===== config.mk =====
export PLATFORM = sky130hd
export DESIGN_NAME = ldq_front
export DESIGN_NICKNAME = d
export VERILOG_FILES = /design/src/design/assert_macros.svh /design/src/design/ldq_pkg.sv /design/src/design/ldq_front.sv
export SDC_FILE = /design/constraint.sdc
export NUM_CORES = 1
export LEC_CHECK = 0
export CAP_MARGIN = 5
export CORE_MARGIN = 2
export CORE_UTILIZATION = 40
export DETAILED_ROUTE_END_ITERATION = 10
export DONT_BUFFER_PORTS = 1
export PLACE_DENSITY = 0.56
export SLEW_MARGIN = 20
export SYNTH_ARGS = -nofsm -noshare
export SYNTH_HDL_FRONTEND = slang
export SYNTH_SLANG_ARGS = --single-unit

===== constraint.sdc =====
create_clock -name vclk -period 5
set_input_delay 1 -clock vclk [all_inputs]
set_output_delay 1 -clock vclk [all_outputs]
set_load 0.005 [all_outputs]

===== src/design/assert_macros.svh =====
// Assertion macros used by the back end (ldq_back) of the displacement dequantizer RTL.
// Each macro samples on clk and is disabled while arst_n is low.
`ifndef ASSERT_MACROS_SVH
`define ASSERT_MACROS_SVH

// A condition that must hold at every clock edge.
`define ASSERT_ALWAYS(label, cond, msg) \
	label: assert property (@(posedge clk) disable iff (!arst_n) (cond)) else $error(msg);

// A condition that must hold in the cycle after the antecedent.
`define ASSERT_NEXT(label, ante, cons, msg) \
	label: assert property (@(posedge clk) disable iff (!arst_n) (ante) |=> (cons)) \
		else $error(msg);

`endif


===== src/design/ldq_pkg.sv =====
// Shared types and constants of the level-of-detail displacement dequantizer.
// No dependencies; every other design file but assert_macros.svh imports this package.
package ldq_pkg;

	localparam int NUM_COMP         = 3;
	localparam int SAMPLE_BITS      = 16;
	localparam int DIFF_BITS        = SAMPLE_BITS + 1;
	localparam int DISP_BITS        = 48;
	localparam int SCALE_BITS       = 32;
	localparam int SCALE_FRAC_BITS  = 24;
	localparam int OUT_FRAC_BITS    = 16;
	localparam int FACTOR_BITS      = 16;
	localparam int FACTOR_FRAC_BITS = 14;
	localparam int END_BITS         = 16;
	localparam int END_SLOTS        = 4;
	localparam int MAX_LEVELS       = 4;
	localparam int LEVEL_CAP        = (MAX_LEVELS < END_SLOTS) ? MAX_LEVELS : END_SLOTS;
	localparam int LEVEL_BITS       = 3;
	localparam int QP_BITS          = 7;
	localparam int DEPTH_BITS       = 5;
	localparam int QUEUE_DEPTH      = 2;

	// Register indexes of the configuration port.
	typedef enum logic [2:0] {
		REG_POS_DEPTH,
		REG_SAMPLE_DEPTH,
		REG_QP_FIRST,
		REG_QP_SECOND,
		REG_QP_THIRD,
		REG_LEVEL_FACTORS,
		REG_LEVEL_ENDS,
		REG_LEVEL_COUNT
	} reg_idx_t;

	// Configuration register file as seen by the datapath.
	typedef struct packed {
		logic [DEPTH_BITS-1:0]                 pos_depth;
		logic [DEPTH_BITS-1:0]                 sample_depth;
		logic [NUM_COMP-1:0][QP_BITS-1:0]      qp;
		logic [NUM_COMP-1:0][FACTOR_BITS-1:0]  level_factors;
		logic [END_SLOTS-1:0][END_BITS-1:0]    level_ends;
		logic [LEVEL_BITS-1:0]                 level_count;
	} cfg_t;

	// One classified vertex as it travels through the queue.
	typedef struct packed {
		logic [NUM_COMP-1:0][DIFF_BITS-1:0] diff;
		logic                               frame_start;
	} item_t;

	// Back-end sequencer states.
	typedef enum logic [2:0] {
		BK_IDLE,
		BK_LOAD,
		BK_WALK,
		BK_STEP,
		BK_MUL,
		BK_DONE
	} back_state_t;

endpackage


===== src/design/ldq_front.sv =====
// Front end: accepts vertex transfers, removes the mid-level offset and queues them.
// Depends on ldq_pkg.
module ldq_front
	import ldq_pkg::*;
(
	input  logic                   sample_valid,
	output logic                   sample_stall,
	input  logic [SAMPLE_BITS-1:0] sample_a,
	input  logic [SAMPLE_BITS-1:0] sample_b,
	input  logic [SAMPLE_BITS-1:0] sample_c,
	input  logic                   frame_start,
	input  logic [DEPTH_BITS-1:0]  sample_depth,
	input  logic                   q_full,
	output logic                   push,
	output item_t                  item
);

	logic [DEPTH_BITS-1:0] depth_clamped;
	logic [DIFF_BITS-1:0]  offset;

	// The offset is half the sample range; a depth of zero gives no offset.
	always_comb begin
		depth_clamped = (sample_depth > DEPTH_BITS'(SAMPLE_BITS)) ?
			DEPTH_BITS'(SAMPLE_BITS) : sample_depth;
		if (depth_clamped == '0) begin
			offset = '0;
		end else begin
			offset = DIFF_BITS'(1) << (depth_clamped - DEPTH_BITS'(1));
		end
	end

	// Differences are signed and one bit wider than the samples.
	always_comb begin
		item.diff[0]     = {1'b0, sample_a} - offset;
		item.diff[1]     = {1'b0, sample_b} - offset;
		item.diff[2]     = {1'b0, sample_c} - offset;
		item.frame_start = frame_start;
	end

	// A transfer is taken whenever the queue has room.
	assign sample_stall = q_full;
	assign push         = sample_valid && !q_full;

endmodule


-- Yosys cells after proc, flatten, opt, wreduce, memory -nomap -nowiden
Index checks and enable logic that the tools add are counted.
W data, S select, Z words.
- register bits after elaboration: 0
- output and inout bits: 54
- add/subtract/negate cells: 4
- magnitude comparators: 1
- shifts and indexed selects: 1
- multiplexer cells: 2
- reduce and logical (&&, ||, !) cells: 3
- operators with widths (cell ; count):
    $sub A16 B17 Y17 ; 3
    $mux W17 ; 1
    $shl A1 B5 Y17 const A ; 1
    $gt A5 B5 Y1 const B ; 1
    $logic_not A5 Y1 ; 1
    $mux W5 ; 1
    $sub A5 B1 Y5 const B ; 1
    $logic_and A1 B1 Y1 ; 1
    $logic_not A1 Y1 ; 1

-- Depth between registers and ports, before layout
Gate-level depths: netlist (run 1).
- depth in word-level cells: 6
- mapped depth: 14
- mapped depth without buffers: 12

-- Worst setup path after synthesis (run 1)
Ideal clock, no wire load.
- path kind: input to output
- from: in sample_depth[0]
- to: out item[12] in the netlist's numbering
- data arrival time: 3.674 ns
- data required time: 4.000 ns
- path slack: 0.326 ns
- cell stages on the path: 13
- path buffers: 1
- cell sequence: clkbuf_1 o21bai_1 ha_1 nor2b_1 nor3b_1 nand2b_1 ha_1 or4_1 o2111a_1 o31ai_2 a21oi_2 nor2b_1 xnor2_1
- RTL lines (what ; RTL line ; RTL):
    start, declared ; ldq_front.sv:12 ; input logic [DEPTH_BITS-1:0] sample_depth,
    end, declared ; ldq_front.sv:15 ; output item_t item

==> results of run 1 <==
## stage by stage
stage	std cells	hold slack (ns)	util	total power, mW	cell area [µm²]
detailed placement	394	2.00	0.422	0.275	2470
CTS	394	2.00	0.422	0.277	2470
global placement	394	2.00	0.422	0.273	2470
global route	394	2.00	0.426	0.311	2490
finish	394	2.00	0.426	0.276	2490
floorplan	324	2.03	-	0.233	2400
## cell families (layout without fill, tap and decap cells)
group	after synthesis	after routing	share of synthesized area
compound gates	107	107	0.322
xor+xnor	38	38	0.139
fa+ha+maj	53	53	0.285
buf+inv	24	19	0.0406
mux	2	2	0.00833
simple gates	100	100	0.205
## final timing paths
kind,start,end,slack [ns],cells past startpoint
max,sample_depth[4],item[12],0.24,12
min,frame_start,item[0],2.00,0
## Yosys cell counts (7+ instances only)
cell type  number  area, µm²
nand3_1         9       45.0
a21oi_1        27        135
xnor2_1        26        228
xor2_1         12        105
ha_1           50        626
o21ai_0         7       35.0
nor2b_1         9       56.3
nor2_1         26       97.6
inv_1          19       71.3
a21o_1         20        150
nand2_1        26       97.6
o21a_1         13       97.6
## placed cells by master, fill, tap and decap left out, types with 3 or more instances in the layout
| cell | netlist | routed |
|---|---|---|
| and2_1 | 3 | 3 |
| xnor2_1 | 26 | 26 |
| nor2_1 | 26 | 26 |
| or3_1 | 3 | 3 |
| a21o_1 | 20 | 20 |
| ha_1 | 50 | 50 |
| o31a_1 | 3 | 3 |
| o21ai_1 | 3 | 3 |
| nor3_1 | 3 | 3 |
| nand2_1 | 26 | 26 |
| nand4_1 | 4 | 4 |
| nand3_1 | 9 | 9 |
| nand2b_1 | 6 | 6 |
| fa_1 | 3 | 3 |
| a31oi_1 | 3 | 3 |
| o2111ai_1 | 4 | 4 |
| inv_1 | 19 | 19 |
| xor2_1 | 12 | 12 |
| o21a_1 | 13 | 13 |
| nor2b_1 | 9 | 8 |
| a21oi_1 | 27 | 26 |
| o21ai_0 | 7 | 7 |
| o22ai_1 | 3 | 3 |
## metal layers
metal  vias to the layer above  track usage  part of all wire
li1                       1191            -                 -
met1                      1065        0.246              0.44
met2                        63        0.321              0.48
met3                         2       0.0286             0.075
met4                         0       0.0102            0.0047
met5                         -            0                 0
## power by group through the flow
stage	clock, mW	combinational [mW]	sequential (mW)
after global placement	0	0.273	0
after floorplan	0	0.233	0
after detailed placement	0	0.275	0
final	0	0.276	0
after global routing	0	0.311	0
after CTS	0	0.277	0
## cell type report
type / instances / area [µm²] / area share
Inverter: 19 / 71.3 / 0.0286
Multi-Input combinational cell: 300 / 2330 / 0.934
Tap cell: 75 / 93.8 / 0.0376
## timing repair
item	in CTS	in global routing
hold buffers	0	0
setup endpoints to repair	0	7
gates resized for setup	0	5
==> summary.txt, run 1 <==
Status
  – Status: finished clean

Detailed routing
  – DR vias/cell: 5.89
  – WL final: 6350 µm
  – Drt first pass iters: 4
  – Initial DRC Count: 65
  – Post-route ant nets: 0
  – DR DRC count: 0
  – Wire per inst: 16.1 µm
  – DR vias: 2321

Timing
  – Setup Viol. Count Final: 0
  – Setup WS post-layout: 0.243 ns
  – Final Critical Period: 4.76 ns
  – Max Clock Freq: 210 MHz
  – Final TNS setup: 0 ns
  – Final Hold Vio Count: 0
  – Pins Over Slew Limit: 0
  – Unrepaired setup endpoints after global routing: false
  – Final Cycle Share: 0.951
  – Slew @ Worst Pin: 0.466 ns
  – Slew headroom: 0.688

Power
  – Leak pwr: 1.05 nW
  – Clock power frac: 0
  – Switching power total: 0.158 mW
  – Gate power share: 1.000
  – Share of power burned in registers: 0
  – VDD IR max: 0.0362 mV
  – Internal: 0.118 mW
  – Switching share of power: 0.571
  – Power Density: 111 nW/µm²

Setup path
  – Largest stage delay on the critical path: 0.52 ns
  – Worst path slowest cell: or4_1
  – Crit-path cells: o21bai_1, ha_1, nor2b_2, nor3b_4, nand2b_1, ha_1, or4_1, o2111a_1, o31ai_2, a21oi_2, nor2b_1, xnor2_1
  – Most Frequent Cell on Critical Path: ha_1
  – Crit path arrival time: 3.76 ns
  – Worst path buffer plus inverter count: 0
  – Crit path kind: input port to output pin
  – CP required: 4.00 ns
  – Crit path max-delay family: simple AND/OR/NAND/NOR gates
  – Critical Path Source Type: input port
  – Setup crit end kind: output pin
  – Peak fanout along the critical path: 9

Placed design
  – GP Congestion: 0.840
  – Final HPWL DP: 5670 µm
  – PortBufs: 0
  – Pre-CTS setup slack: 0.108 ns

Floorplan
  – Die width: 81.5 µm
  – Initial Utilization: 0.411
  – Die Height: 81.5 µm
  – Core box area: 5850 µm²
  – Io pins: 110
  – # rows: 28
  – Full die area: 6640 µm²

GRT
  – First-pass GRT wire length: 9830 µm
  – Total Routing Usage GR: 0.183
  – Largest net degree at the start of global routing: 10
  – Number of global-route vias before repair: 2139
  – Initial antenna violation count: 0
  – Global route overflow: 0

Synthesis
  – Mapped Area: 2400 µm²
  – Syn avg cell area: 7.41 µm²
  – Ys Warns: 0
  – Post-synthesis sequential area ratio: 0
  – Syn_nets: 433
  – Gate Count Post-Synth: 324
  – Post-synth cell types: 54

Final layout
  – N_diodes: 0
  – Seq. cell area: 0 µm²
  – Final nets: 430
  – Filler instances: 616
  – Clkbuf count: 0
  – Seq cells: 0
  – Synthesis-to-layout area growth: 3.80%
  – Share of post-route cells with drive strength above 1: 0.0564

Flow run
  – Max-cap violations: 0

Min path
  – HP Class: input port to output pin

CTS
  – Number of setup buffers added after CTS: 0
Note: power is estimated with default switching activity, not from simulation.
==> run 2: changes to the inputs <==
==> constraint.sdc (replaced) <==
create_clock -name vclk -period 5
set_input_delay 0.5 -clock vclk [all_inputs]
set_output_delay 0.5 -clock vclk [all_outputs]
set_load 0.005 [all_outputs]
==> run 2 against run 1 <==
Net effect:
- sequential cell count unchanged
- setup slack better by 0.95 ns
- power down 0.95%
- critical path depth unchanged
- hold slack worse by 1.0 ns
- via count down 1.2%
- final cell count unchanged
- utilization down 0.41 points
- largest power group unchanged
- cell area down 0.95%
- global-route usage about the same
==> summary.txt, run 2 (synthesis gave the netlist of run 1 again) <==
GRT
  – Number of global-route vias before repair: 2116
  – Largest net degree at the start of global routing: 10
  – First-pass GRT wire length: 9760 µm
  – Global route overflow: 0
  – Total Routing Usage GR: 0.183
  – Initial antenna violation count: 0

Detailed routing
  – WL final: 6310 µm
  – DR vias: 2292
  – DR DRC count: 0
  – Wire per inst: 16.0 µm
  – Initial DRC Count: 51
  – DR vias/cell: 5.82
  – Drt first pass iters: 4
  – Post-route ant nets: 0

Final layout
  – Most frequent cells in the layout: 50 x ha_1, 27 x a21oi_1, 26 x nor2_1, 26 x nand2_1, 26 x xnor2_1
  – Seq. cell area: 0 µm²
  – Share of post-route cells with drive strength above 1: 0.0439
  – Synthesis-to-layout area growth: 2.81%
  – Filler instances: 626
  – Commonest non-fill, non-tap cell in the layout: ha_1
  – Design Area, Final: 2470 µm²
  – Seq cells: 0
  – Clkbuf count: 0
  – N_diodes: 0
  – Final nets: 430

CTS
  – CTS resizes: 0
  – Number of setup buffers added after CTS: 0
  – Hold buffers post-CTS: 0

Min path
  – HP Class: input port to output pin
  – Cells on Worst Hold Path: 0
  – Hold path start: frame_start

Floorplan
  – Full die area: 6640 µm²
  – # rows: 28
  – Core box area: 5850 µm²
  – Initial Utilization: 0.411
  – Io pins: 110
  – Die width: 81.5 µm
  – Die Height: 81.5 µm

Setup path
  – Critical Path Source Type: input port
  – Crit path arrival time: 3.30 ns
  – Crit path kind: input port to output pin
  – Worst setup startpoint: sample_depth[4]
  – Peak fanout along the critical path: 9
  – Setup crit end kind: output pin
  – CP required: 4.50 ns

Placed design
  – GP Congestion: 0.803
  – Final HPWL DP: 5670 µm
  – PortBufs: 0
  – Post-DP Area: 2470 µm²

Power
  – VDD IR max: 0.0375 mV
  – Leak pwr: 1.05 nW
  – Power Density: 111 nW/µm²

Timing
  – Pins Over Slew Limit: 0
  – Setup Viol. Count Final: 0
  – Final Hold Vio Count: 0
  – Max Clock Freq: 263 MHz
  – Slew headroom: 0.578
  – Final TNS setup: 0 ns
  – Final Cycle Share: 0.761
  – Unrepaired setup endpoints after global routing: false
  – Slew @ Worst Pin: 0.627 ns
  – Final Critical Period: 3.80 ns

Flow run
  – Max-cap violations: 0

Status
  – Status: finished clean
-- run 2: worst paths after layout --
check	to	slack, ns
worst max-delay path	item[49]	1.20
worst min-delay path	item[0]	1.00
-- run 2: area by class of cell --
type / count / area, µm² / area share
multi-input combinational: 300 / 2300 / 0.933
tap: 75 / 93.8 / 0.0380
inverter: 19 / 71.3 / 0.0289
-- run 2: power breakdown --
group          leakage [nW]  total (mW)  switching, mW  internal [mW]
sequential                0           0              0              0
clock                     0           0              0              0
combinational          1.05       0.273          0.156          0.117
total                  1.05       0.273          0.156          0.117
-- run 2: per-layer routing --
metal	track usage	wire, µm	vias to the layer above
met1	0.244	2810	1018
met3	0.0253	467	8
li1	-	-	1196
met2	0.318	2920	70
met4	0.0254	111	0
met5	0	0	-
-- run 2: worst max-delay path, stage by stage --
cell and delay (ns):
o21bai_1 0.16, ha_1 0.37, nand2_1 0.09, nor4_1 0.49
ha_1 0.32, fa_1 0.23, nor2b_1 0.07, o31a_1 0.27
o2111ai_1 0.25, a21oi_1 0.15, mux2i_1 0.20, xor2_1 0.20
-- run 2: metrics by stage --
stage	setup WS (ns)	hold WS [ns]	cells	total power, mW	util
3_3_place_gp	1.24	1.00	394	0.273	0.422
6_report	1.20	1.00	394	0.273	0.422
3_5_place_dp	1.15	1.00	394	0.274	0.422
5_1_grt	0.883	1.00	394	0.310	0.422
2_1_floorplan	1.33	1.03	324	0.233	-
4_1_cts	1.14	1.00	394	0.276	0.422
