`src/design/assert_macros.svh`:
```
// Assertion macros used by the back end (ldq_back) of the displacement dequantizer RTL.
// Each macro samples on clk and is disabled while arst_n is low.
`ifndef ASSERT_MACROS_SVH
`define ASSERT_MACROS_SVH

// A condition that must hold at every clock edge.
`define ASSERT_ALWAYS(label, cond, msg) \
	label: assert property (@(posedge clk) disable iff (!arst_n) (cond)) else $error(msg);

// A condition that must hold in the cycle after the antecedent.
`define ASSERT_NEXT(label, ante, cons, msg) \
	label: assert property (@(posedge clk) disable iff (!arst_n) (ante) |=> (cons)) \
		else $error(msg);

`endif

```
`src/design/ldq_pkg.sv`:
```
// Shared types and constants of the level-of-detail displacement dequantizer.
// No dependencies; every other design file but assert_macros.svh imports this package.
package ldq_pkg;

	localparam int NUM_COMP         = 3;
	localparam int SAMPLE_BITS      = 16;
	localparam int DIFF_BITS        = SAMPLE_BITS + 1;
	localparam int DISP_BITS        = 48;
	localparam int SCALE_BITS       = 32;
	localparam int SCALE_FRAC_BITS  = 24;
	localparam int OUT_FRAC_BITS    = 16;
	localparam int FACTOR_BITS      = 16;
	localparam int FACTOR_FRAC_BITS = 14;
	localparam int END_BITS         = 16;
	localparam int END_SLOTS        = 4;
	localparam int MAX_LEVELS       = 4;
	localparam int LEVEL_CAP        = (MAX_LEVELS < END_SLOTS) ? MAX_LEVELS : END_SLOTS;
	localparam int LEVEL_BITS       = 3;
	localparam int QP_BITS          = 7;
	localparam int DEPTH_BITS       = 5;
	localparam int QUEUE_DEPTH      = 2;

	// Register indexes of the configuration port.
	typedef enum logic [2:0] {
		REG_POS_DEPTH,
		REG_SAMPLE_DEPTH,
		REG_QP_FIRST,
		REG_QP_SECOND,
		REG_QP_THIRD,
		REG_LEVEL_FACTORS,
		REG_LEVEL_ENDS,
		REG_LEVEL_COUNT
	} reg_idx_t;

	// Configuration register file as seen by the datapath.
	typedef struct packed {
		logic [DEPTH_BITS-1:0]                 pos_depth;
		logic [DEPTH_BITS-1:0]                 sample_depth;
		logic [NUM_COMP-1:0][QP_BITS-1:0]      qp;
		logic [NUM_COMP-1:0][FACTOR_BITS-1:0]  level_factors;
		logic [END_SLOTS-1:0][END_BITS-1:0]    level_ends;
		logic [LEVEL_BITS-1:0]                 level_count;
	} cfg_t;

	// One classified vertex as it travels through the queue.
	typedef struct packed {
		logic [NUM_COMP-1:0][DIFF_BITS-1:0] diff;
		logic                               frame_start;
	} item_t;

	// Back-end sequencer states.
	typedef enum logic [2:0] {
		BK_IDLE,
		BK_LOAD,
		BK_WALK,
		BK_STEP,
		BK_MUL,
		BK_DONE
	} back_state_t;

endpackage

```
`src/design/ldq_queue.sv`:
```
// Short register queue that decouples the front end from the back end.
// Depends on ldq_pkg for house conventions only.
module ldq_queue
	import ldq_pkg::*;
#(
	parameter int WIDTH = 1,
	parameter int DEPTH = 2
) (
	input  logic             clk,
	input  logic             arst_n,
	input  logic             push,
	input  logic [WIDTH-1:0] wr_data,
	input  logic             pop,
	output logic [WIDTH-1:0] rd_data,
	output logic             empty,
	output logic             full
);

	localparam int PTR_BITS = (DEPTH > 1) ? $clog2(DEPTH) : 1;
	localparam int CNT_BITS = $clog2(DEPTH + 1);

	logic [WIDTH-1:0]    entry_q [DEPTH];
	logic [PTR_BITS-1:0] wr_ptr_q;
	logic [PTR_BITS-1:0] rd_ptr_q;
	logic [CNT_BITS-1:0] count_q;
	logic                do_push;
	logic                do_pop;

	assign empty   = (count_q == '0);
	assign full    = (count_q == CNT_BITS'(DEPTH));
	assign do_push = push && !full;
	assign do_pop  = pop && !empty;
	assign rd_data = entry_q[rd_ptr_q];

	// Entry storage carries payload only.
	always_ff @(posedge clk) begin
		if (do_push) begin
			entry_q[wr_ptr_q] <= wr_data;
		end
	end

	// Pointers wrap at the depth, which need not be a power of two.
	always_ff @(posedge clk or negedge arst_n) begin
		if (!arst_n) begin
			wr_ptr_q <= '0;
			rd_ptr_q <= '0;
			count_q  <= '0;
		end else begin
			if (do_push) begin
				wr_ptr_q <= (wr_ptr_q == PTR_BITS'(DEPTH - 1)) ? '0 : wr_ptr_q + PTR_BITS'(1);
			end
			if (do_pop) begin
				rd_ptr_q <= (rd_ptr_q == PTR_BITS'(DEPTH - 1)) ? '0 : rd_ptr_q + PTR_BITS'(1);
			end
			if (do_push && !do_pop) begin
				count_q <= count_q + CNT_BITS'(1);
			end else if (do_pop && !do_push) begin
				count_q <= count_q - CNT_BITS'(1);
			end
		end
	end

endmodule

```
`config.mk`:
```
export PLATFORM = sky130hd
export DESIGN_NAME = ldq_queue
export DESIGN_NICKNAME = d
export VERILOG_FILES = /design/src/design/assert_macros.svh /design/src/design/ldq_pkg.sv /design/src/design/ldq_queue.sv
export SDC_FILE = /design/constraint.sdc
export NUM_CORES = 1
export LEC_CHECK = 0
export ABC_AREA = 1
export BUFFER_PORTS_ARGS = -buffer_cell sky130_fd_sc_hd__buf_2
export CAP_MARGIN = 30
export CELL_PAD_IN_SITES_DETAIL_PLACEMENT = 1
export CELL_PAD_IN_SITES_GLOBAL_PLACEMENT = 1
export CORE_AREA = 2 2 39 41
export CTS_CLUSTER_SIZE = 14
export DETAILED_ROUTE_END_ITERATION = 8
export DIE_AREA = 0 0 41 43
export PLACE_DENSITY_LB_ADDON = 0.1
export SLEW_MARGIN = 5
export SYNTH_ARGS = -nofsm -noshare
export SYNTH_HDL_FRONTEND = slang
export SYNTH_SLANG_ARGS = --single-unit
export TNS_END_PERCENT = 20
```
`constraint.sdc`:
```
create_clock -name clk -period 1.4 [get_ports clk]
set_input_delay 0.14 -clock clk [delete_from_list [all_inputs] [get_ports clk]]
set_output_delay 0.14 -clock clk [all_outputs]
set_load 0.005 [all_outputs]
```
# [Yosys cells after proc, flatten, opt, wreduce, memory -nomap -nowiden]
# Memory sizes are Yosys's and may differ from the RTL's.
# Cells that the tools add are included.
[word_totals] register_bits=4 ram_bits=2 in_bits=5 output_inout_bits=3 wordCells=25 mem_count=1
[mem_list] memory="entry_q" words=2 width=1 rd=1 rd_clocked_by_memory_dff=0 write_ports=1 line_no="ldq_queue.sv:22" rtl="logic [WIDTH-1:0] entry_q [DEPTH];"
[op_classes] n_addsub=4 n_eq_ne=1 mux=6 reduce_logical=10
[ops] operator="1-bit logical AND" count=4
[ops] operator="1-bit logical NOT" count=4
[ops] operator="1-bit 2-to-1 mux" count=4
[ops] operator="2-bit 2-to-1 mux" count=2
[ops] operator="1-bit adder, second input constant" count=2
[ops] operator="2-bit by 1-bit adder with 2-bit output, second input constant" count=1
[ops] operator="2-bit == test, second input constant" count=1
[ops] operator="2-bit logical NOT" count=1
[ops] operator="2-bit nonzero test" count=1
[ops] operator="2-bit by 1-bit subtractor with 2-bit output, second input constant" count=1

# [Logic depth before layout (Yosys ltp)]
# Gate-level depths: netlist of the first run.
[depth] depth_word=7 depth_mapped=9 mapped_depth_nobuf=9

# [Worst setup path before layout of the first run]
# No wires, ideal clock.
[synth_timing] kind="register to register" start="reg count_q[0]" end="reg count_q[1]" setup_time_ps=117 arrival_time_ps=1168 required_ps=1283 path_slack_ps=115 stages_incl_launch_ff=8 n_path_buf=0 period_less_slack_ps=1285 cell_sequence="dfrtp_1 nor2_2 nor2_2 ha_1 inv_1 nand3_1 nand2_1 nand2_1"
[synth_via] elab_chain_cells=6 word_cells_on_any_way=15 classes_between="2 x add/sub; 1 x eq/ne; 2 x mux; 10 x reduce/logical"
[synth_lines] element="start, declared" line_no="ldq_queue.sv:25" rtl="logic [CNT_BITS-1:0] count_q;"
[synth_lines] element="start signal, assigned" line_no="ldq_queue.sv:56" rtl="count_q <= count_q + CNT_BITS'(1);"
[synth_lines] element="start signal, assigned" line_no="ldq_queue.sv:58" rtl="count_q <= count_q - CNT_BITS'(1);"
[synth_lines] element="2-bit == test (*)" line_no="ldq_queue.sv:30" rtl="assign full = (count_q == CNT_BITS'(DEPTH));"
[synth_lines] element="via full" line_no="ldq_queue.sv:16" rtl="output logic full"
[synth_lines] element="1-bit logical NOT (*)" line_no="ldq_queue.sv:31" rtl="assign do_push = push && !full;"
[synth_lines] element="1-bit logical AND (*)" line_no="ldq_queue.sv:31"
[synth_lines] element="via do_push" line_no="ldq_queue.sv:26" rtl="logic do_push;"
[synth_lines] element="1-bit logical NOT" line_no="ldq_queue.sv:57" rtl="end else if (do_pop && !do_push) begin"
[synth_lines] element="1-bit logical AND" line_no="ldq_queue.sv:57"
[synth_lines] element="2-bit nonzero test (no source line)"
# Mark *: on every way through the listed nets, which the timed path passes. The rest lies on a longest branch. The select of a mux whose other input is x is not followed.
# A chain may end at the register's enable or synchronous reset.

# [Worst setup path after layout of the first run]
[layout_timing] start="reg count_q[1]" end="reg count_q[1]"
[layout_via] elab_chain_cells=6 word_cells_on_any_way=15 classes_between="2 x add/sub; 1 x eq/ne; 2 x mux; 10 x reduce/logical"
[layout_lines] element="2-bit == test (*)" line_no="ldq_queue.sv:30"
[layout_lines] element="1-bit logical NOT (*)" line_no="ldq_queue.sv:31"
[layout_lines] element="1-bit logical AND (*)" line_no="ldq_queue.sv:31"
[layout_lines] element="via do_push" line_no="ldq_queue.sv:26"
[layout_lines] element="1-bit logical NOT" line_no="ldq_queue.sv:57"
[layout_lines] element="1-bit logical AND" line_no="ldq_queue.sv:57"
[layout_lines] element="2-bit nonzero test (no source line)"
# Marked as above.

==> results_dict.tcl, run 1 <==
set metrics [dict create \
    slew_viol_final 0 \
    die_w_um 41 \
    worst_ep_arrival_time_ns 1.43 \
    multi_input_area_um2 131.4 \
    synth_common_cells "nand2_1 (12), inv_1 (8), dfrtp_1 (4)" \
    die_y_um 43 \
    p_int_w 0.0005752 \
    htreeDepth 1 \
    synth_largest_area_cell "dfrtp_1" \
    ys_ff_latch 6 \
    synthesis.nets 43 \
    vias_per_cell 4.149 \
    ys_seq_area_share_pct 52.46 \
    grt_overflow 0 \
    cp.required_ns 1.54 \
    die-area_um2 1763 \
    powerDensity_nw_per_um2 2167 \
    dr.pass1.iters 2 \
    hold_class "primary input to flip-flop" \
    status "completed" \
    tightestPinTransition_ns 0.3036 \
    ant_nets 0 \
    wl_per_cell_um 10.85 \
    port_buffers 7 \
    final_hold_viol_count 0 \
    postSynth.asyncResetShare_pct 66.67 \
    final_area_um2 431.7 \
    ff_latch_area_um2 160.2 \
    p_leak_nw 0.2299 \
    syn_area_um2 305.3 \
    vdd.ir_drop.worst_v 0.0007469 \
    yosysMostFrequentCell "nand2_1" \
    grt_pass1_vias 275 \
    clock-skew-final_ns 0.002956 \
    period_share_pct 92.31 \
    postSynthAreaPerCell_um2 8.251 \
    ys_top_cells_by_area "dfrtp_1 (33%), edfxtp_1 (20%), nand2_1 (15%), inv_1 (9.8%), ha_1 (4.1%)" \
    clock_sinks 6 \
    setup_slack_ns 0.1076 \
    cts-root-buf "clkbuf_4" \
    path_class "flip-flop to flip-flop" \
    drc 0 \
    total_power_w 0.0009353 \
    synth_edf_count 2 \
    nFillCells 180 \
    fmax_mhz 773.8 \
    placed_area_um2 367.9 \
    coreArea_um2 1384 \
    initial_utilization_pct 22.06 \
    clock_latency_ns 0.25 \
    clock_path_buffers 2 \
    antenna_cells 0 \
    synth_cells 37 \
    clkPwrFrac_pct 17.9 \
    grt_util_all_layers_pct 10.32 \
    area_delta_synth_final_pct 41.39 \
    antenna_found_initial 0 \
    final_util_pct 31.19 \
    ys.flop_type "dfrtp_1" \
    rows 14 \
    relSlewSlack_pct 79.55 \
    p_switching_w 0.0003601 \
    endpoint_kind "flip-flop" \
    switching_share_pct 38.50 \
    ys_types 12 \
    place_ws_ns 0.01591 \
    clk_pin_slew_ns 0.05 \
    setup_viol 0 \
    pwr-share-comb_pct 48.1 \
    dr_total_vias 278 \
    start_kind "flip-flop" \
    totalWireLength_um 727 \
    numCtsBuffers 3 \
    fin_nets 59 \
    grt_pass1_wl_mm 1.117 \
    dp.final_hpwl_um 538 \
    yosys_warnings 0 \
    synth_top_area_share_pct 32.79 \
    cp_max_fo 3 \
    place_congestion 0.7405 \
    drv_cap 0 \
    grt_max_degree 5 \
    layout-drive-gt1-share_pct 35.29 \
    ios 8 \
    power.share.sequential_pct 34.0 \
    drt_iter0_markers 1 \
    cts_tree "yes" \
    finalCriticalPeriod_ns 1.292 \
]
## path summary, 6_finish.rpt
path / to / depth (start not counted) / startpoint / slack, ns
max: count_q[1] / 8 / count_q[1] / 0.11
min: entry_q[1] / 1 / wr_data / 0.08
max reg2reg: count_q[1] / 8 / count_q[1] / 0.11
min reg2reg: wr_ptr_q / 2 / wr_ptr_q / 0.48
max in group asynchronous: wr_ptr_q / 2 / arst_n / 1.03
min in group asynchronous: count_q[1] / 2 / arst_n / 0.23
## layout make-up
type | count | area share (%)
multi-input combinational | 23 | 30.43
clock buffer | 3 | 5.217
inverter | 8 | 6.957
sequential | 6 | 37.10
timing repair buffer | 11 | 15.65
tap | 16 | 4.638
## through the flow
stage          setup TNS [ns]  cells  hold WS, ns
2_1_floorplan               0     37      -0.1556
3_3_place_gp                0     61     -0.04252
3_5_place_dp                0     61     -0.04063
4_1_cts                     0     65      0.08089
5_1_grt             -0.005081     67      0.07244
6_report                    0     67      0.08206
## worst max-delay path: stages (launching register included)
cell and delay [ns]:
dfrtp_1 0.40, inv_1 0.12, nor2_2 0.07, nor2_2 0.15, ha_4 0.23, inv_2 0.05, nand3_1 0.07, nand2_1 0.06
nand2_1 0.04
## power groups by stage
stage | Sequential (W) | Clock (W) | Combinational [W]
2_1_floorplan | 0.000312 | 0 | 0.000240
3_3_place_gp | 0.000312 | 0 | 0.000354
3_5_place_dp | 0.000313 | 0 | 0.000374
4_1_cts | 0.000311 | 0.000171 | 0.000380
5_1_grt | 0.000333 | 0.000187 | 0.000515
6_report | 0.000318 | 0.000167 | 0.000450
## sequential cells by signal, summed over array words and instances, names as in the netlist
| signal | cells |
|---|---|
| entry_q | 2 |
| rd_ptr_q | 1 |
| wr_ptr_q | 1 |
| count_q | 2 |
## what timing repair did
action,4_1_cts,5_1_grt
gates resized for setup,0,4
setup endpoints to repair,0,1
hold buffers,1,0
endpoints found under the hold margin,4,0
buffers inserted,0,2
## cells in the final DEF, fill, tap and decap left out
| master | synthesis | layout |
|---|---|---|
| clkbuf_4 | 0 | 3 |
| nand4_1 | 1 | 1 |
| inv_2 | 0 | 1 |
| ha_4 | 0 | 1 |
| o21ai_0 | 2 | 1 |
| buf_4 | 0 | 3 |
| inv_1 | 8 | 7 |
| xnor2_1 | 1 | 1 |
| dfrtp_1 | 4 | 4 |
| buf_2 | 0 | 7 |
| o21ai_2 | 0 | 1 |
| edfxtp_1 | 2 | 2 |
| dlygate4sd3_1 | 0 | 1 |
| nand3_1 | 1 | 1 |
| nor2_1 | 2 | 2 |
| nand2_1 | 12 | 12 |
| nor2_2 | 2 | 2 |
| nand3b_1 | 1 | 1 |
## metal layers
metal | vias to the layer above | share of wire, % | track usage [%] | wire (µm)
met5 | - | 0 | 0 | 0
met4 | 0 | 1.1 | 10.00 | 8
met3 | 2 | 5.9 | 3.141 | 43
met2 | 9 | 50 | 12.50 | 366
met1 | 125 | 43 | 13.53 | 309
li1 | 142 | - | - | -
## logic make-up after synthesis
family | Yosys count | synth area share [%]
AND/OR/NAND/NOR | 19 | 27.46
buffers and inverters | 8 | 9.836
flip-flops | 6 | 52.46
AO/OA/AOI/OAI | 2 | 3.279
XOR/XNOR | 1 | 2.869
adder cells (fa/ha/maj) | 1 | 4.098
(Power assumes the default switching activity.)
==> run 2: changes to the inputs <==
--- a/config.mk
+++ b/config.mk
@@ -10,11 +10,12 @@
 export CAP_MARGIN = 30
 export CELL_PAD_IN_SITES_DETAIL_PLACEMENT = 1
 export CELL_PAD_IN_SITES_GLOBAL_PLACEMENT = 1
-export CORE_AREA = 2 2 39 41
+export CORE_AREA = 3 3 40 42
 export CTS_CLUSTER_SIZE = 14
 export DETAILED_ROUTE_END_ITERATION = 8
-export DIE_AREA = 0 0 41 43
+export DIE_AREA = 0 0 43 45
 export PLACE_DENSITY_LB_ADDON = 0.1
+export RECOVER_POWER = 25
 export SLEW_MARGIN = 5
 export SYNTH_ARGS = -nofsm -noshare
 export SYNTH_HDL_FRONTEND = slang
==> run 2 against run 1 <==
  * Register-to-register slack got worse by 0.05 ns
  * Global-route usage decreased by 0.68 points
  * Count of clock-buffer cells in the layout unchanged
  * Utilization up 4.2 points
  * Final area up 5.2%
  * Combinational power is 9.3% higher
  * Total power is 6.7% higher
  * Critical path depth stayed put
  * Die area is 9.8% higher
  * Sequential power rose by 8.2%
  * Critical path type unchanged
  * Critical endpoint unchanged
==> results_dict.tcl, run 2 (synthesized netlist as in run 1, its figures left out) <==
set metrics [dict create \
    drv_cap 0 \
    die_y_um 45 \
    antenna_cells 0 \
    startpoint "count_q[1]" \
    antenna_found_initial 0 \
    crit_slowest_cell "dfrtp_1" \
    clock-skew-final_ns 0.001966 \
    tightestPinTransition_ns 0.2690 \
    path_class "flip-flop to flip-flop" \
    total_power_w 0.0009983 \
    placed_area_um2 366.6 \
    grt_overflow 0 \
    worst_ep_arrival_time_ns 1.47 \
    fmax_mhz 747.3 \
    numCtsBuffers 3 \
    period_share_pct 95.59 \
    final_hold_viol_count 0 \
    wl_per_cell_um 11.78 \
    endpoint_kind "flip-flop" \
    dp.final_hpwl_um 585.6 \
    p_leak_nw 0.2311 \
    status "completed" \
    clock_sinks 6 \
    reg.largest.list "count_q (2), entry_q (2)" \
    area_delta_synth_final_pct 48.77 \
    start_kind "flip-flop" \
    final_area_um2 454.2 \
    clock_latency_ns 0.24 \
    fin_nets 60 \
    cts-root-buf "clkbuf_4" \
    fin_cells 67 \
    coreArea_um2 1285 \
    final_cell_mix "nand2_1 (12), inv_1 (7), buf_2 (5), buf_4 (4)" \
    layout-drive-gt1-share_pct 34.62 \
    hold_depth 1 \
    clock_path_buffers 2 \
    initial_utilization_pct 23.76 \
    drt_iter0_markers 3 \
    relSlewSlack_pct 81.88 \
    cpPeakStageDelay_ns 0.43 \
    cp.required_ns 1.53 \
    cts_tree "yes" \
    die-area_um2 1935 \
    grt_pass1_wl_mm 1.262 \
    setup_viol 0 \
    vdd.ir_drop.worst_v 0.0006674 \
    path_depth 8 \
    worstHoldStart "wr_data" \
    rr_worst_depth 8 \
    rows 13 \
    slew_viol_final 0 \
    final_util_pct 35.35 \
    dr.pass1.iters 2 \
    clk_pin_slew_ns 0.05 \
    finalCriticalPeriod_ns 1.338 \
    crit_family "flip-flops" \
    grt_pass1_vias 314 \
    drc 0 \
    final_common_cell "nand2_1" \
    grt_max_degree 6 \
    place_congestion 0.6594 \
    hold_class "primary input to flip-flop" \
    cp_cell_sequence "inv_2 > nor2_4 > nor2_4 > ha_4 > inv_1 > nand3_1 > nand2_1 > nand2_1" \
    dr_total_vias 294 \
    cp_max_fo 3 \
    htreeDepth 1 \
    powerDensity_nw_per_um2 2198 \
    die_w_um 43 \
    grt_util_all_layers_pct 9.640 \
    fin_setup_tns_ns 0 \
    ios 8 \
    vias_per_cell 4.388 \
    cp_num_buf_inv 2 \
    r2r-start "count_q[1]" \
    ant_nets 0 \
    totalWireLength_um 789 \
    dp_cells 60 \
    port_buffers 7 \
]
## run 2: cell count changes in the layout (fill, tap and decap cells not counted), sizes merged
| cell | before | now |
|---|---|---|
| buf | 10 | 9 |
| clkbuf | 3 | 5 |
## run 2: metrics by stage
stage / setup slack (ns) / hold slack, ns
2_1_floorplan: 0.1147 / -0.1556
3_3_place_gp: 0.0002522 / -0.04592
3_5_place_dp: -0.02944 / -0.04331
4_1_cts: 0.02578 / 0.07944
5_1_grt: -0.05450 / 0.1142
6_report: 0.06181 / 0.1062
## run 2: worst reg2reg max path: stages (launching register included)
cell	delay (ns)
dfrtp_1	0.43
inv_2	0.12
nor2_4	0.05
nor2_4	0.11
ha_4	0.22
inv_1	0.07
nand3_1	0.10
nand2_1	0.08
nand2_1	0.05
## run 2: layout make-up
class / count / area, µm²
Clock buffer: 3 / 22.52
Fill cell: 160 / 830.8
Inverter: 8 / 30.03
Multi-Input combinational cell: 23 / 148.9
Sequential cell: 6 / 161.4
Tap cell: 15 / 18.77
Timing Repair Buffer: 12 / 72.57
## run 2: metal layers
layer | routed length [µm] | vias to the layer above | global-route usage [%]
li1 | - | 143 | -
met1 | 284 | 146 | 8.108
met2 | 463 | 5 | 17.07
met3 | 41 | 0 | 5.179
met4 | 0 | 0 | 7.229
met5 | 0 | - | 0
## run 2: path summary, 6_finish.rpt
| check | to | slack (ns) |
|---|---|---|
| worst min-delay path | entry_q[1] | 0.11 |
| worst min register to register | wr_ptr_q | 0.49 |
| worst max-delay path | count_q[1] | 0.06 |
| worst max register to register | count_q[1] | 0.06 |
| min in group asynchronous | count_q[1] | 0.27 |
| max in group asynchronous | count_q[0] | 0.92 |
## run 2: timing repair
action	in CTS	in global routing
setup endpoints to repair	1	1
resized for setup	1	7
pin swaps	0	1
hold buffers	1	0
endpoints found under the hold margin	4	0
buffers inserted	0	3
## run 2: where the power goes
part / switching (W) / internal (W) / total, W
registers: 0.0000813 / 0.000263 / 0.000344
clock network: 0.0000648 / 0.0000971 / 0.000162
logic: 0.000248 / 0.000244 / 0.000492
total: 0.000394 / 0.000604 / 0.000998
==> run 3: changes to the inputs <==
--- a/config.mk
+++ b/config.mk
@@ -10,10 +10,10 @@
 export CAP_MARGIN = 30
 export CELL_PAD_IN_SITES_DETAIL_PLACEMENT = 1
 export CELL_PAD_IN_SITES_GLOBAL_PLACEMENT = 1
-export CORE_AREA = 3 3 40 42
+export CORE_AREA = 2 2 39 41
 export CTS_CLUSTER_SIZE = 14
 export DETAILED_ROUTE_END_ITERATION = 8
-export DIE_AREA = 0 0 43 45
+export DIE_AREA = 0 0 41 43
 export PLACE_DENSITY_LB_ADDON = 0.1
 export RECOVER_POWER = 25
 export SLEW_MARGIN = 5
==> run 3 against run 2 <==
  * Sequential share of layout area increased by 1.7 points
  * Clock power rose by 3%
  * Combinational power decreased by 8.5%
  * Die area decreased by 8.9%
  * Total power fell by 6.4%
  * Critical endpoint unchanged
==> results_dict.tcl, run 3 (synthesized netlist as in run 1, its figures left out) <==
set metrics [dict create \
    endpoint_kind "flip-flop" \
    layout-drive-gt1-share_pct 33.33 \
    reg.largest.list "count_q (2), entry_q (2)" \
    totalWireLength_um 725 \
    vdd.ir_drop.worst_v 0.0007468 \
    die-area_um2 1763 \
    crit_family "flip-flops" \
    cp_cell_sequence "inv_1 > nor2_2 > nor2_2 > ha_4 > inv_2 > nand3_1 > nand2_1 > nand2_1" \
    final_util_pct 31.10 \
    hold_end "entry_q[1]" \
    dr.pass1.iters 2 \
    fin_nets 59 \
    final_cell_mix "nand2_1 (12), inv_1 (7), buf_2 (6), dfrtp_1 (4)" \
    die_y_um 43 \
    status "completed" \
    worstHoldStart "wr_data" \
    die_w_um 41 \
    worst_ep_arrival_time_ns 1.43 \
    grt_max_degree 5 \
    fin_cells 67 \
    clkPwrFrac_pct 17.9 \
    tightestPinTransition_ns 0.3036 \
    setup_viol 0 \
    htreeDepth 1 \
    powerDensity_nw_per_um2 2172 \
    grt_overflow 0 \
    dr_total_vias 278 \
    dp.final_hpwl_um 538 \
    grt_pass1_vias 275 \
    nFillCells 180 \
    path_class "flip-flop to flip-flop" \
    cp.required_ns 1.54 \
    final_hold_viol_count 0 \
    finalCriticalPeriod_ns 1.292 \
    ios 8 \
    clock-skew-final_ns 0.002956 \
    hold_class "primary input to flip-flop" \
    start_kind "flip-flop" \
    clock_latency_ns 0.25 \
    cts-root-buf "clkbuf_4" \
    clk_pin_slew_ns 0.05 \
    p_switching_w 0.0003601 \
    r2r_end "count_q[1]" \
    fmax_mhz 773.8 \
    r2r_slack_ns 0.11 \
    hold_depth 1 \
    placed_area_um2 367.9 \
    final_area_um2 430.4 \
    drv_cap 0 \
    clock_path_buffers 2 \
    antenna_found_initial 0 \
    grt_pass1_wl_mm 1.117 \
    antenna_cells 0 \
    wl_per_cell_um 10.82 \
    crit_slowest_cell "dfrtp_1" \
    power.share.sequential_pct 34.0 \
    cp_num_buf_inv 2 \
    port_buffers 7 \
    grt_util_all_layers_pct 10.32 \
    place_ws_ns 0.01591 \
    cp_max_fo 3 \
    switching_share_pct 38.52 \
    pwr-share-comb_pct 48.1 \
    period_share_pct 92.31 \
    vias_per_cell 4.149 \
    dp_cells 61 \
    p_int_w 0.0005748 \
    cts_tree "yes" \
    r2r-start "count_q[1]" \
    cpPeakStageDelay_ns 0.40 \
    relSlewSlack_pct 79.55 \
    drc 0 \
    ant_nets 0 \
    rows 14 \
    rr_worst_depth 8 \
    area_delta_synth_final_pct 40.98 \
    final_common_cell "nand2_1" \
    slew_viol_final 0 \
    numCtsBuffers 3 \
    total_power_w 0.0009348 \
    place_congestion 0.7405 \
    p_leak_nw 0.2272 \
    initial_utilization_pct 22.06 \
    drt_iter0_markers 1 \
    clock_sinks 6 \
    coreArea_um2 1384 \
    setup_slack_ns 0.1076 \
]
-- run 3: timing repair --
action | CTS | global route
endpoints found under the setup margin | 0 | 1
hold endpoints to repair | 4 | 0
setup buffers | 0 | 2
hold buffers | 1 | 0
gates resized for setup | 0 | 4
-- run 3: how the worst max path moves through the flow --
stage                            end  depth (start not counted)        from  slack, ns
after detailed placement  count_q[1]                          6  count_q[0]       0.02
after global routing      count_q[1]                          8  count_q[1]     -0.005
final                     count_q[1]                          8  count_q[1]       0.11
after CTS                 count_q[1]                          6  count_q[0]      0.004
after global placement    count_q[1]                          6  count_q[0]       0.04
after floorplan           count_q[1]                          7  count_q[0]       0.11
-- run 3: power by group through the flow --
| stage | sequential, W | combinational, W | clock [W] |
|---|---|---|---|
| global route | 0.000333 | 0.000515 | 0.000187 |
| finish | 0.000318 | 0.000450 | 0.000167 |
| detailed placement | 0.000313 | 0.000374 | 0 |
| global placement | 0.000312 | 0.000354 | 0 |
| CTS | 0.000311 | 0.000380 | 0.000171 |
| floorplan | 0.000312 | 0.000240 | 0 |
-- run 3: metal layers --
| layer | global-route usage (%) | up-vias | wire length, µm |
|---|---|---|---|
| met4 | 10.00 | 0 | 8 |
| met2 | 12.50 | 9 | 366 |
| li1 | - | 142 | - |
| met5 | 0 | - | 0 |
| met1 | 13.53 | 125 | 307 |
| met3 | 3.141 | 2 | 43 |
-- run 3: per-stage QoR --
| step | setup TNS, ns | hold WS [ns] |
|---|---|---|
| final | 0 | 0.08206 |
| after detailed placement | 0 | -0.04063 |
| after global placement | 0 | -0.04252 |
| after floorplan | 0 | -0.1556 |
| after global routing | -0.005081 | 0.07244 |
| after CTS | 0 | 0.08089 |
-- run 3: cell type report --
class | instances | area, µm² | area share [%]
inverter | 8 | 30.03 | 6.977
sequential | 6 | 160.2 | 37.21
clock buffer | 3 | 22.52 | 5.233
timing repair buffer | 11 | 66.31 | 15.41
tap | 16 | 20.02 | 4.651
multi-input combinational | 23 | 131.4 | 30.52
